$ cat src/hdl/positional_circular_list_macros.svh
// Assertion macros shared by the list block.
`ifndef POSITIONAL_CIRCULAR_LIST_MACROS_SVH
`define POSITIONAL_CIRCULAR_LIST_MACROS_SVH

// Same-cycle implication, checked out of reset.
`define PCL_ASSERT_NOW(label, ante, cons) \
  label: assert property (@(posedge clk) disable iff (!rst_n) (ante) |-> (cons)) \
    else $error("list assertion failed");

// Next-cycle implication, checked out of reset.
`define PCL_ASSERT_NEXT(label, ante, cons) \
  label: assert property (@(posedge clk) disable iff (!rst_n) (ante) |=> (cons)) \
    else $error("list assertion failed");

`endif

$ cat src/hdl/pcl_pkg.sv
// Types, constants and codes of the positional circular list.
`default_nettype none
package pcl_pkg;

  localparam int DEPTH  = 16;
  localparam int IDX_W  = $clog2(DEPTH);
  localparam int CNT_W  = $clog2(DEPTH + 1);
  localparam int LEN_W  = 5;
  localparam int POS_W  = 5;
  localparam int DATA_W = 32;
  localparam int CMP_W  = ((CNT_W > POS_W) ? CNT_W : POS_W) + 1;

  typedef enum logic [2:0] {
    ACT_PREPEND  = 3'd0,
    ACT_APPEND   = 3'd1,
    ACT_INSERT   = 3'd2,
    ACT_DELETE   = 3'd3,
    ACT_DEL_HEAD = 3'd4,
    ACT_DEL_TAIL = 3'd5,
    ACT_READ     = 3'd6
  } act_t;

  typedef enum logic [2:0] {
    STAT_OK       = 3'd0,
    STAT_EMPTY    = 3'd1,
    STAT_RESERVED = 3'd2,
    STAT_RANGE    = 3'd3,
    STAT_FULL     = 3'd4
  } stat_t;

  typedef enum logic {
    S_IDLE = 1'b0,
    S_READ = 1'b1
  } fsm_t;

  typedef enum logic [1:0] {
    CH_HOLD   = 2'd0,
    CH_INSERT = 2'd1,
    CH_DELETE = 2'd2,
    CH_ROTATE = 2'd3
  } chain_mode_t;

  typedef struct packed {
    chain_mode_t              mode;
    logic [IDX_W-1:0]         idx;
    logic signed [DATA_W-1:0] value;
  } chain_cmd_t;

  typedef struct packed {
    act_t                     action;
    logic [POS_W-1:0]         position;
    logic signed [DATA_W-1:0] value;
  } pcl_in_t;

  typedef struct packed {
    stat_t                    status;
    logic signed [DATA_W-1:0] value_out;
    logic                     last;
    logic [LEN_W-1:0]         length;
  } pcl_out_t;

endpackage
`default_nettype wire

$ cat src/hdl/pcl_cell.sv
// One storage cell of the list chain.
`default_nettype none
module pcl_cell (
  input  wire logic                                clk,
  input  wire pcl_pkg::chain_cmd_t                 cmd,
  input  wire logic [pcl_pkg::IDX_W-1:0]           cell_idx,
  input  wire logic signed [pcl_pkg::DATA_W-1:0]   left_val,
  input  wire logic signed [pcl_pkg::DATA_W-1:0]   right_val,
  output logic signed [pcl_pkg::DATA_W-1:0]        data_r
);

  logic signed [pcl_pkg::DATA_W-1:0] data_nxt;

  always_comb begin
    data_nxt = data_r;
    unique case (cmd.mode)
      pcl_pkg::CH_HOLD: begin
        data_nxt = data_r;
      end
      pcl_pkg::CH_INSERT: begin
        if (cell_idx > cmd.idx) begin
          data_nxt = left_val;
        end else if (cell_idx == cmd.idx) begin
          data_nxt = cmd.value;
        end
      end
      pcl_pkg::CH_DELETE: begin
        if (cell_idx >= cmd.idx) begin
          data_nxt = right_val;
        end
      end
      pcl_pkg::CH_ROTATE: begin
        data_nxt = right_val;
      end
    endcase
  end

  always_ff @(posedge clk) begin
    data_r <= data_nxt;
  end

endmodule
`default_nettype wire

$ cat src/hdl/pcl_chain.sv
// Ring of list cells with neighbour wiring; cell zero is the head.
`default_nettype none
module pcl_chain (
  input  wire logic                              clk,
  input  wire pcl_pkg::chain_cmd_t               cmd,
  output logic signed [pcl_pkg::DATA_W-1:0]      head_val
);

  logic signed [pcl_pkg::DATA_W-1:0] cell_data [pcl_pkg::DEPTH];

  for (genvar g = 0; g < pcl_pkg::DEPTH; g++) begin : g_cell
    pcl_cell u_cell (
      .clk       (clk),
      .cmd       (cmd),
      .cell_idx  (pcl_pkg::IDX_W'(g)),
      .left_val  (cell_data[(g + pcl_pkg::DEPTH - 1) % pcl_pkg::DEPTH]),
      .right_val (cell_data[(g + 1) % pcl_pkg::DEPTH]),
      .data_r    (cell_data[g])
    );
  end

  assign head_val = cell_data[0];

endmodule
`default_nettype wire

$ cat src/hdl/positional_circular_list.sv
// Top level of the positional circular list: command decode, sequencer and result register.
// An edit command (prepend, append, insert at, delete at, delete first, delete last) shifts the
// cells from the edit point onward towards or away from it together (delete last only shrinks
// the count), and one beat with last set comes out on the next cycle. A read-out of a non-empty
// list keeps busy high while the ring rotates once past the head cell, giving one beat per
// stored element in list order, the final one with last set; a read-out of an empty list is a
// single beat. Beats appear on out_strobe for one cycle each and cannot be held off, so the
// receiver must take every beat as it comes.
`default_nettype none
`include "positional_circular_list_macros.svh"
module positional_circular_list (
  input  wire logic              clk,
  input  wire logic              rst_n,
  input  wire logic              start,
  output logic                   busy,
  input  wire pcl_pkg::pcl_in_t  in_item,
  output logic                   out_strobe,
  output pcl_pkg::pcl_out_t      out_item
);

  pcl_pkg::fsm_t                        state_r, state_nxt;
  logic [pcl_pkg::CNT_W-1:0]            cnt_r, cnt_nxt;
  logic [pcl_pkg::IDX_W-1:0]            rd_cnt_r, rd_cnt_nxt;
  logic                                 out_valid_r, out_valid_nxt;
  pcl_pkg::pcl_out_t                    out_r, out_nxt;
  pcl_pkg::chain_cmd_t                  cmd;
  pcl_pkg::stat_t                       stat;
  logic signed [pcl_pkg::DATA_W-1:0]    head_val;
  logic [pcl_pkg::CMP_W-1:0]            pos_e, cnt_e;
  logic [pcl_pkg::POS_W-1:0]            pos_m1;
  logic                                 empty, full, pos_one;

  assign pos_e   = pcl_pkg::CMP_W'(in_item.position);
  assign cnt_e   = pcl_pkg::CMP_W'(cnt_r);
  assign pos_m1  = in_item.position - 1'b1;
  assign empty   = (cnt_r == '0);
  assign full    = (cnt_r == pcl_pkg::CNT_W'(pcl_pkg::DEPTH));
  assign pos_one = (in_item.position == pcl_pkg::POS_W'(1));

  pcl_chain u_chain (
    .clk      (clk),
    .cmd      (cmd),
    .head_val (head_val)
  );

  always_comb begin
    state_nxt = state_r;
    unique case (state_r)
      pcl_pkg::S_IDLE: begin
        if (start && in_item.action == pcl_pkg::ACT_READ && !empty) begin
          state_nxt = pcl_pkg::S_READ;
        end
      end
      pcl_pkg::S_READ: begin
        if (rd_cnt_r == pcl_pkg::IDX_W'(pcl_pkg::DEPTH - 1)) begin
          state_nxt = pcl_pkg::S_IDLE;
        end
      end
    endcase
  end

  always_comb begin
    cmd           = '{mode: pcl_pkg::CH_HOLD, idx: '0, value: in_item.value};
    cnt_nxt       = cnt_r;
    rd_cnt_nxt    = rd_cnt_r;
    out_valid_nxt = 1'b0;
    out_nxt       = out_r;
    stat          = pcl_pkg::STAT_OK;
    unique case (state_r)
      pcl_pkg::S_IDLE: begin
        rd_cnt_nxt = '0;
        if (start) begin
          unique case (in_item.action)
            pcl_pkg::ACT_PREPEND: begin
              if (full) begin
                stat = pcl_pkg::STAT_FULL;
              end else begin
                cmd.mode = pcl_pkg::CH_INSERT;
                cmd.idx  = '0;
                cnt_nxt  = cnt_r + 1'b1;
              end
            end
            pcl_pkg::ACT_APPEND: begin
              if (full) begin
                stat = pcl_pkg::STAT_FULL;
              end else begin
                cmd.mode = pcl_pkg::CH_INSERT;
                cmd.idx  = pcl_pkg::IDX_W'(cnt_r);
                cnt_nxt  = cnt_r + 1'b1;
              end
            end
            pcl_pkg::ACT_INSERT: begin
              if (pos_one) begin
                stat = pcl_pkg::STAT_RESERVED;
              end else if (empty) begin
                stat = pcl_pkg::STAT_EMPTY;
              end else if (pos_e < pcl_pkg::CMP_W'(2) || pos_e > cnt_e + 1'b1) begin
                stat = pcl_pkg::STAT_RANGE;
              end else if (full) begin
                stat = pcl_pkg::STAT_FULL;
              end else begin
                cmd.mode = pcl_pkg::CH_INSERT;
                cmd.idx  = pcl_pkg::IDX_W'(pos_m1);
                cnt_nxt  = cnt_r + 1'b1;
              end
            end
            pcl_pkg::ACT_DELETE: begin
              if (pos_one) begin
                stat = pcl_pkg::STAT_RESERVED;
              end else if (empty) begin
                stat = pcl_pkg::STAT_EMPTY;
              end else if (pos_e < pcl_pkg::CMP_W'(2) || pos_e > cnt_e) begin
                stat = pcl_pkg::STAT_RANGE;
              end else begin
                cmd.mode = pcl_pkg::CH_DELETE;
                cmd.idx  = pcl_pkg::IDX_W'(pos_m1);
                cnt_nxt  = cnt_r - 1'b1;
              end
            end
            pcl_pkg::ACT_DEL_HEAD: begin
              if (empty) begin
                stat = pcl_pkg::STAT_EMPTY;
              end else begin
                cmd.mode = pcl_pkg::CH_DELETE;
                cmd.idx  = '0;
                cnt_nxt  = cnt_r - 1'b1;
              end
            end
            pcl_pkg::ACT_DEL_TAIL: begin
              if (empty) begin
                stat = pcl_pkg::STAT_EMPTY;
              end else begin
                cnt_nxt = cnt_r - 1'b1;
              end
            end
            pcl_pkg::ACT_READ: begin
              if (empty) begin
                stat = pcl_pkg::STAT_EMPTY;
              end
            end
            default: begin
              stat = pcl_pkg::STAT_OK;
            end
          endcase
          if (in_item.action != pcl_pkg::ACT_READ || empty) begin
            out_valid_nxt = 1'b1;
            out_nxt = '{status: stat, value_out: '0, last: 1'b1,
                        length: pcl_pkg::LEN_W'(cnt_nxt)};
          end
        end
      end
      pcl_pkg::S_READ: begin
        cmd.mode   = pcl_pkg::CH_ROTATE;
        rd_cnt_nxt = rd_cnt_r + 1'b1;
        if (pcl_pkg::CNT_W'(rd_cnt_r) < cnt_r) begin
          out_valid_nxt = 1'b1;
          out_nxt = '{status: pcl_pkg::STAT_OK, value_out: head_val,
                      last: (pcl_pkg::CNT_W'(rd_cnt_r) + 1'b1 == cnt_r),
                      length: pcl_pkg::LEN_W'(cnt_r)};
        end
      end
    endcase
  end

  always_ff @(posedge clk) begin
    if (!rst_n) begin
      state_r     <= pcl_pkg::S_IDLE;
      cnt_r       <= '0;
      rd_cnt_r    <= '0;
      out_valid_r <= 1'b0;
    end else begin
      state_r     <= state_nxt;
      cnt_r       <= cnt_nxt;
      rd_cnt_r    <= rd_cnt_nxt;
      out_valid_r <= out_valid_nxt;
    end
  end

  always_ff @(posedge clk) begin
    out_r <= out_nxt;
  end

  assign busy       = (state_r == pcl_pkg::S_READ);
  assign out_strobe = out_valid_r;
  assign out_item   = out_r;

  `PCL_ASSERT_NOW(a_count_bound, 1'b1, cnt_r <= pcl_pkg::CNT_W'(pcl_pkg::DEPTH))
  `PCL_ASSERT_NOW(a_mid_beat_in_read, out_valid_r && !out_r.last, state_r == pcl_pkg::S_READ)
  `PCL_ASSERT_NEXT(a_full_prepend,
      start && !busy && in_item.action == pcl_pkg::ACT_PREPEND && full,
      out_valid_r && out_r.status == pcl_pkg::STAT_FULL)

endmodule
`default_nettype wire
$ cat config.mk
export PLATFORM = sky130hd
export DESIGN_NAME = positional_circular_list
export DESIGN_NICKNAME = d
export VERILOG_FILES = /design/src/hdl/pcl_pkg.sv /design/src/hdl/pcl_cell.sv /design/src/hdl/pcl_chain.sv /design/src/hdl/positional_circular_list.sv
export VERILOG_INCLUDE_DIRS = /design/src /design/src/hdl
export SDC_FILE = /design/constraint.sdc
export NUM_CORES = 1
export LEC_CHECK = 0
export BUFFER_PORTS_ARGS = -buffer_cell sky130_fd_sc_hd__buf_4
export CELL_PAD_IN_SITES_DETAIL_PLACEMENT = 0
export CELL_PAD_IN_SITES_GLOBAL_PLACEMENT = 1
export CORE_UTILIZATION = 40
export CTS_CLUSTER_SIZE = 8
export DETAILED_ROUTE_END_ITERATION = 12
export PLACE_DENSITY_LB_ADDON = 0.1
export SETUP_SLACK_MARGIN = 0.4
export SLEW_MARGIN = 5
export SYNTH_ARGS = -nofsm -noshare
export SYNTH_HDL_FRONTEND = slang
export SYNTH_SLANG_ARGS = --single-unit
$ cat constraint.sdc
create_clock -name clk -period 8.07 [get_ports clk]
set_input_delay 0.807 -clock clk [delete_from_list [all_inputs] [get_ports clk]]
set_output_delay 0.807 -clock clk [all_outputs]
set_load 0.02 [all_outputs]
Word-level counts from Yosys, hierarchy flattened
Index checks and enable logic that the tools add are counted.
W data, S select, Z words.
{"block": "classes", "n_addsub": 6, "muxes": 108, "bitwise": 2, "eq_ne": 64, "magnitude_cmp": 36, "n_reduce_logical": 31}
{"cell": "$mux W32", "count": 48}
{"cell": "$pmux W32 S3", "count": 16}
{"cell": "$mux W41", "count": 3}
{"cell": "$pmux W41 S2", "count": 1}
{"cell": "$mux W5", "count": 14}
{"cell": "$ne A3 B3 Y1 const B", "count": 17}
{"cell": "$reduce_and A3 Y1", "count": 17}
{"cell": "$ne A2 B2 Y1 const B", "count": 18}
{"cell": "$eq A4 B4 Y1 const A", "count": 8}
{"cell": "$ge A4 B4 Y1 const A", "count": 8}
{"cell": "$gt A4 B4 Y1 const A", "count": 8}
{"cell": "$mux W6", "count": 5}
{"cell": "$pmux W6 S5", "count": 1}
{"cell": "$pmux W5 S4", "count": 1}
{"cell": "$eq A3 B4 Y1 const A", "count": 4}
{"cell": "$ge A3 B4 Y1 const A", "count": 4}
{"cell": "$gt A3 B4 Y1 const A", "count": 4}
{"cell": "$mux W3", "count": 4}
{"cell": "$pmux W3 S4", "count": 1}
{"cell": "$eq A3 B3 Y1 const B", "count": 3}
{"cell": "$eq A2 B4 Y1 const A", "count": 2}
{"cell": "$ge A1 B4 Y1 const A", "count": 2}
{"cell": "$ge A2 B4 Y1 const A", "count": 2}
{"cell": "$gt A1 B4 Y1 const A", "count": 2}
{"cell": "38 further kinds", "count": 54}
{"block": "word_totals", "output_inout_bits": 43, "inputBits": 43, "wordCells": 271, "ff_bits": 564}

Depth between registers and ports, before layout
{"block": "depth", "depth_word": 13, "depth_mapped": 16, "ltp_nobuf": 12}

Hierarchy
Synthesis repeated with hierarchy kept, for this count alone.
{"block": "unflattened", "hier_cells": 5218, "area_unflattened_um2": 45830.2}
{"module": "pcl_cell", "area_per_inst_um2": 2667.6, "seq_area_each_um2": 960.9, "cells_per_inst": 306, "n_inst": 16}
{"module": "positional_circular_list", "area_per_inst_um2": 3141.8, "seq_area_each_um2": 1451.4, "cells_per_inst": 320, "n_inst": 1}
{"module": "pcl_chain", "area_per_inst_um2": 7.5, "seq_area_each_um2": 0.0, "cells_per_inst": 2, "n_inst": 1}

Worst setup path after synthesis
No wires, ideal clock.
{"block": "synth_path", "path_type": "input to register", "startpoint": "input port in_item[32] (netlist name)", "endpoint": "register u_chain.g_cell[4].u_cell.data_r[0] (netlist name) (enable)", "setup_slack_ps": 1110, "arrival_time_ps": 6489, "required_ps": 7600, "stages": 11, "setup_ps": 470, "n_path_buf": 2, "cell_sequence": "inv_1 ha_1 or4_4 o21ai_4 a21oi_1 o21ai_0 buf_2 buf_4 a21oi_1 nor2_1 a21boi_0"}
{"block": "synth_via", "elab_chain_cells": 11, "word_cells_on_any_way": 28, "cone_classes": "1 x add/sub; 5 x order compare; 6 x eq/ne; 11 x mux; 1 x bitwise; 4 x reduce/logical"}
{"item": "start, declared", "line_no": "positional_circular_list.sv:16", "source": "input wire pcl_pkg::pcl_in_t in_item,"}
{"item": "$sub A4 B1 Y4, or another cell as far along", "line_no": "positional_circular_list.sv:35", "source": "assign pos_m1 = in_item.position - 1'b1;"}
{"item": "$mux W5, or another cell as far along", "line_no": "positional_circular_list.sv:99", "source": "end else if (full) begin"}
{"item": "$mux W5 / $mux W6 (equally long branches)", "line_no": "positional_circular_list.sv:97, positional_circular_list.sv:112"}
{"item": "$mux W5 / $mux W6 (equally long branches)", "line_no": "positional_circular_list.sv:95, positional_circular_list.sv:110"}
{"item": "$mux W5 / $mux W6 (equally long branches)", "line_no": "positional_circular_list.sv:93, positional_circular_list.sv:108"}
{"item": "$pmux W6 S5 (*)", "line_no": "positional_circular_list.sv:73", "source": "unique case (in_item.action)"}
{"item": "$mux W6 (*)", "line_no": "positional_circular_list.sv:72", "source": "if (start) begin"}
{"item": "$mux W4 / $pmux W2 S2 (equally long branches)", "line_no": "positional_circular_list.sv:69", "source": "unique case (state_r)"}
{"item": "$gt A3 B4 Y1, or another cell as far along", "line_no": "pcl_cell.sv:21", "source": "if (cell_idx > cmd.idx) begin"}
{"item": "$ne A3 B3 Y1 (no line), or another cell as far along"}
{"item": "$reduce_and A3 Y1 (no line) (*)"}
{"item": "end signal, assigned", "line_no": "pcl_cell.sv:39", "source": "data_r <= data_nxt;"}
{"item": "end, declared", "line_no": "pcl_cell.sv:9", "source": "output logic signed [pcl_pkg::DATA_W-1:0] data_r"}
Mark *: on every way between the ends. The rest lies on a longest branch, timed or not.
A chain may end at the register's enable or synchronous reset.

Worst setup path after layout
{"block": "layout_path", "startpoint": "register cnt_r[0] (netlist name)", "endpoint": "register u_chain.g_cell[6].u_cell.data_r[29] (netlist name) (enable)"}
{"block": "layout_via", "elab_chain_cells": 12, "word_cells_on_any_way": 31, "cone_classes": "1 x add/sub; 4 x order compare; 6 x eq/ne; 14 x mux; 1 x bitwise; 5 x reduce/logical"}
{"item": "start, declared", "line_no": "positional_circular_list.sv:22", "source": "logic [pcl_pkg::CNT_W-1:0] cnt_r, cnt_nxt;"}
{"item": "start signal, assigned", "line_no": "positional_circular_list.sv:173", "source": "cnt_r <= cnt_nxt;"}
{"item": "$add A5 B1 Y6", "line_no": "positional_circular_list.sv:97", "source": "end else if (pos_e < pcl_pkg::CMP_W'(2) || pos_e > cnt_e + 1'b1) begin"}
{"item": "$gt A5 B6 Y1", "line_no": "positional_circular_list.sv:97"}
{"item": "$logic_or A1 B1 Y1", "line_no": "positional_circular_list.sv:97"}
{"item": "$mux W5", "line_no": "positional_circular_list.sv:97"}
{"item": "$mux W5", "line_no": "positional_circular_list.sv:95", "source": "end else if (empty) begin"}
{"item": "$mux W5", "line_no": "positional_circular_list.sv:93", "source": "if (pos_one) begin"}
{"item": "$pmux W6 S5 (*)", "line_no": "positional_circular_list.sv:73"}
{"item": "$mux W6 (*)", "line_no": "positional_circular_list.sv:72"}
{"item": "$mux W4 / $pmux W2 S2 (equally long branches)", "line_no": "positional_circular_list.sv:69"}
{"item": "$gt A3 B4 Y1, or another cell as far along", "line_no": "pcl_cell.sv:21"}
{"item": "$ne A3 B3 Y1 (no line), or another cell as far along"}
{"item": "$reduce_and A3 Y1 (no line) (*)"}
{"item": "end signal, assigned", "line_no": "pcl_cell.sv:39"}
{"item": "end, declared", "line_no": "pcl_cell.sv:9"}
Marked as above.

==> flow_summary.ini <==
[status]
status = finished, final reports clean

[timing]
relSlewSlack_pct = 10.29
rsz0062_at_grt = false
period_needed_ns = 5.691
max_freq_ghz = 0.1757
hold_viol = 0
setup_tns_ns = 0
setup_viol = 0
worst_slew_pin_slew_ns = 1.341
slew_violations = 0
fin_hold_ws_ns = 0.4290
fin_crit_sh_pct = 70.52
fin_skew_ns = 0.03006

[route]
dr.pass1.iters = 6
antenna_left = 0
drc = 0
routed_wl_um = 118200
drt_iter0_markers = 3640
num_vias = 26670
viasPerCell = 6.495
post_drt_wl_per_cell_um = 28.79

[clocking]
cts_buffers = 81
cts_setup_buffers = 0
clock_tree.root_cell = clkbuf_16
clk_pin_slew_ns = 0.05
holdBufCountCts = 0
clock_latency_ns = 0.65
htreeDepth = 3
cts_resized = 0
clockBufferDepth = 3
cts.sinks = 564
cts_tree = built

[worst_setup_path]
endpoint_kind = flop
critical_path.slowest_cell = a211oi_4
worst-r2r-cell-count = 13
crit_arrival_ns = 5.97
r2r-start = cnt_r[0]$_SDFFE_PN0P_
cp_cell_sequence = ha_1 > nand3_1 > xnor2_1 > ha_1 > nand3_1 > o21bai_1 > a31oi_1 > nor2_1 > o21ai_0 > a221oi_4 > buf_4 > a211oi_4 > buf_4
max_stage_delay_ns = 1.11
r2r_setup_slack_ns = 2.38
path_depth = 13
cp.buffers_inverters = 2
crit_required_ns = 8.35
critPathLaunch = cnt_r[0]$_SDFFE_PN0P_
r2r-end = u_chain.g_cell[6].u_cell.data_r[29]$_DFFE_PP_
critPathLaunchType = flop
criticalPathCategory = reg -> reg
critPathMaxFanout = 38
cp_top_family = compound AO/OA/AOI/OAI gates

[grt]
grt_pass1_vias = 25380
use_met1_pct = 41.21
track_usage_pct = 29.42
grt_pass1_wl_um = 172200
busiest_layer = met2
antenna_found_initial = 7
met3_usage_pct = 5.212
grt_max_degree = 231
grt_overflow = 0
met2_usage_pct = 46.50

[layout]
fin_nets = 3124
final_common_cell = nand2_1
area_delta_synth_final_pct = 11.43
drive_gt1_share_pct = 10.80
layout.cells.most_common_list = 570 x nand2_1, 553 x edfxtp_1, 250 x nor2_1

[floorplanning]
coreArea_sq_um = 76450
dieArea_sq_um = 78840
fp-row-count = 101
ios = 86
fp.dieW_um = 280.8
start_util_pct = 40.66
chipHeight_um = 280.8

[power]
power_density_nw_per_um2 = 235.0
ir_drop_v = 0.0001444
power_leakage_nw = 11.80

[worst_hold_path]
whs_endpoint = cnt_r[3]$_SDFFE_PN0P_
hold_path.startpoint = rst_n
hold_path_class = in -> reg
whs_path_depth = 2

[synth]
mappedNetlistArea_sq_um = 31090
synthesis.nets = 3240
ys_ff_latch = 564
synth_edf_count = 553
synth_top_flop_cell = edfxtp_1
ys_types = 68
syn_avg_cell_area_sq_um = 9.786
syn_inst = 3177
ys_warn_count = 0
synth-seq-area-share_pct = 54.12
synth-async-reset-ratio_pct = 0

[placed_design]
dp_hpwl_um = 66250
routabilityCongestion = 0.8421
numPortBuffers = 85

[job]
maxCapViolations = 0
[cells in the mapped netlist (20+ instances only)]
cell,instances,area [sq um]
o221ai_1,34,297.8
or3_1,66,412.9
a31oi_1,227,1420
nand4_1,96,600.6
a21oi_1,151,755.7
o211ai_2,32,400.4
o21ai_0,158,790.8
nor2_1,262,983.4
o2111ai_1,32,280.3
nand2_1,572,2147
o31ai_1,35,262.8
clkbuf_1,246,923.4
ha_1,20,250.2
nand3_1,117,585.6
mux2i_1,64,640.6
edfxtp_1,553,16610
and2_1,37,231.5
a2bb2oi_1,33,289.0
o211ai_1,98,735.7
a22oi_1,39,292.8
a211o_1,33,289.0
o22ai_1,36,225.2
o21ai_1,24,120.1
buf_2,73,365.4
[flip-flops by register name, indices dropped and copies added (netlist names)]
signal                        cells
rd_cnt_r                          4
busy                              1
out_item                         41
cnt_r                             5
u_chain.g_cell.u_cell.data_r    512
out_strobe                        1
[cell families (layout without fill, tap and decap cells)]
group | after synthesis | after routing | share of synthesized area [%]
AOI/OAI and AO/OA | 970 | 970 | 20.94
xor gates and xnor gates | 11 | 11 | 0.3099
adders and majority gates | 20 | 20 | 0.8049
buffers and inverters | 357 | 253 | 4.870
DFF | 564 | 564 | 54.12
muxes | 64 | 64 | 2.061
other | 0 | 3 | 0
and+or+nand+nor | 1191 | 1191 | 16.89
[per-layer routing]
metal,wire length [um],up-vias
met4,2788,2
met2,54620,1389
met3,9724,180
li1,-,11760
met1,51060,13330
met5,13,-
[through the flow]
stage               setup WS (ns)  util [%]  instances  instance area (sq um)  power (mW)
floorplan                   1.110         -       3177                  31090       4.605
global placement            2.550     42.50       4008                  32490       5.047
detailed placement          2.438     42.50       4008                  32490       5.074
CTS                         2.417     45.30       4103                  34640       8.164
global route                2.087     45.31       4104                  34640       8.404
finish                      2.379     45.31       4106                  34640       8.141
[power by group]
part / switching [mW] / internal [mW] / leakage [nW]
Clock: 1.31 / 1.78 / 1.05
Combinational: 0.841 / 0.398 / 5.52
Sequential: 0.175 / 3.64 / 5.24
Total: 2.33 / 5.81 / 11.8
[layout make-up]
class | count | area, sq um
repair buffers | 144 | 1156
flip-flops and latches | 564 | 16830
well taps | 1030 | 1289
clock buffers | 86 | 2046
multi-input cells | 2256 | 13170
fillers | 7264 | 41810
diodes | 3 | 7.507
clock inverters | 9 | 97.59
inverters | 14 | 52.55
[how the worst max path moves through the flow]
stage | to
after floorplan | u_chain.g_cell[4].u_cell.data_r[0]$_DFFE_PP_
after global placement | u_chain.g_cell[6].u_cell.data_r[28]$_DFFE_PP_
after detailed placement | u_chain.g_cell[6].u_cell.data_r[25]$_DFFE_PP_
after CTS | u_chain.g_cell[6].u_cell.data_r[29]$_DFFE_PP_
after global routing | u_chain.g_cell[6].u_cell.data_r[26]$_DFFE_PP_
final | u_chain.g_cell[6].u_cell.data_r[29]$_DFFE_PP_
(Power assumes the default switching activity.)
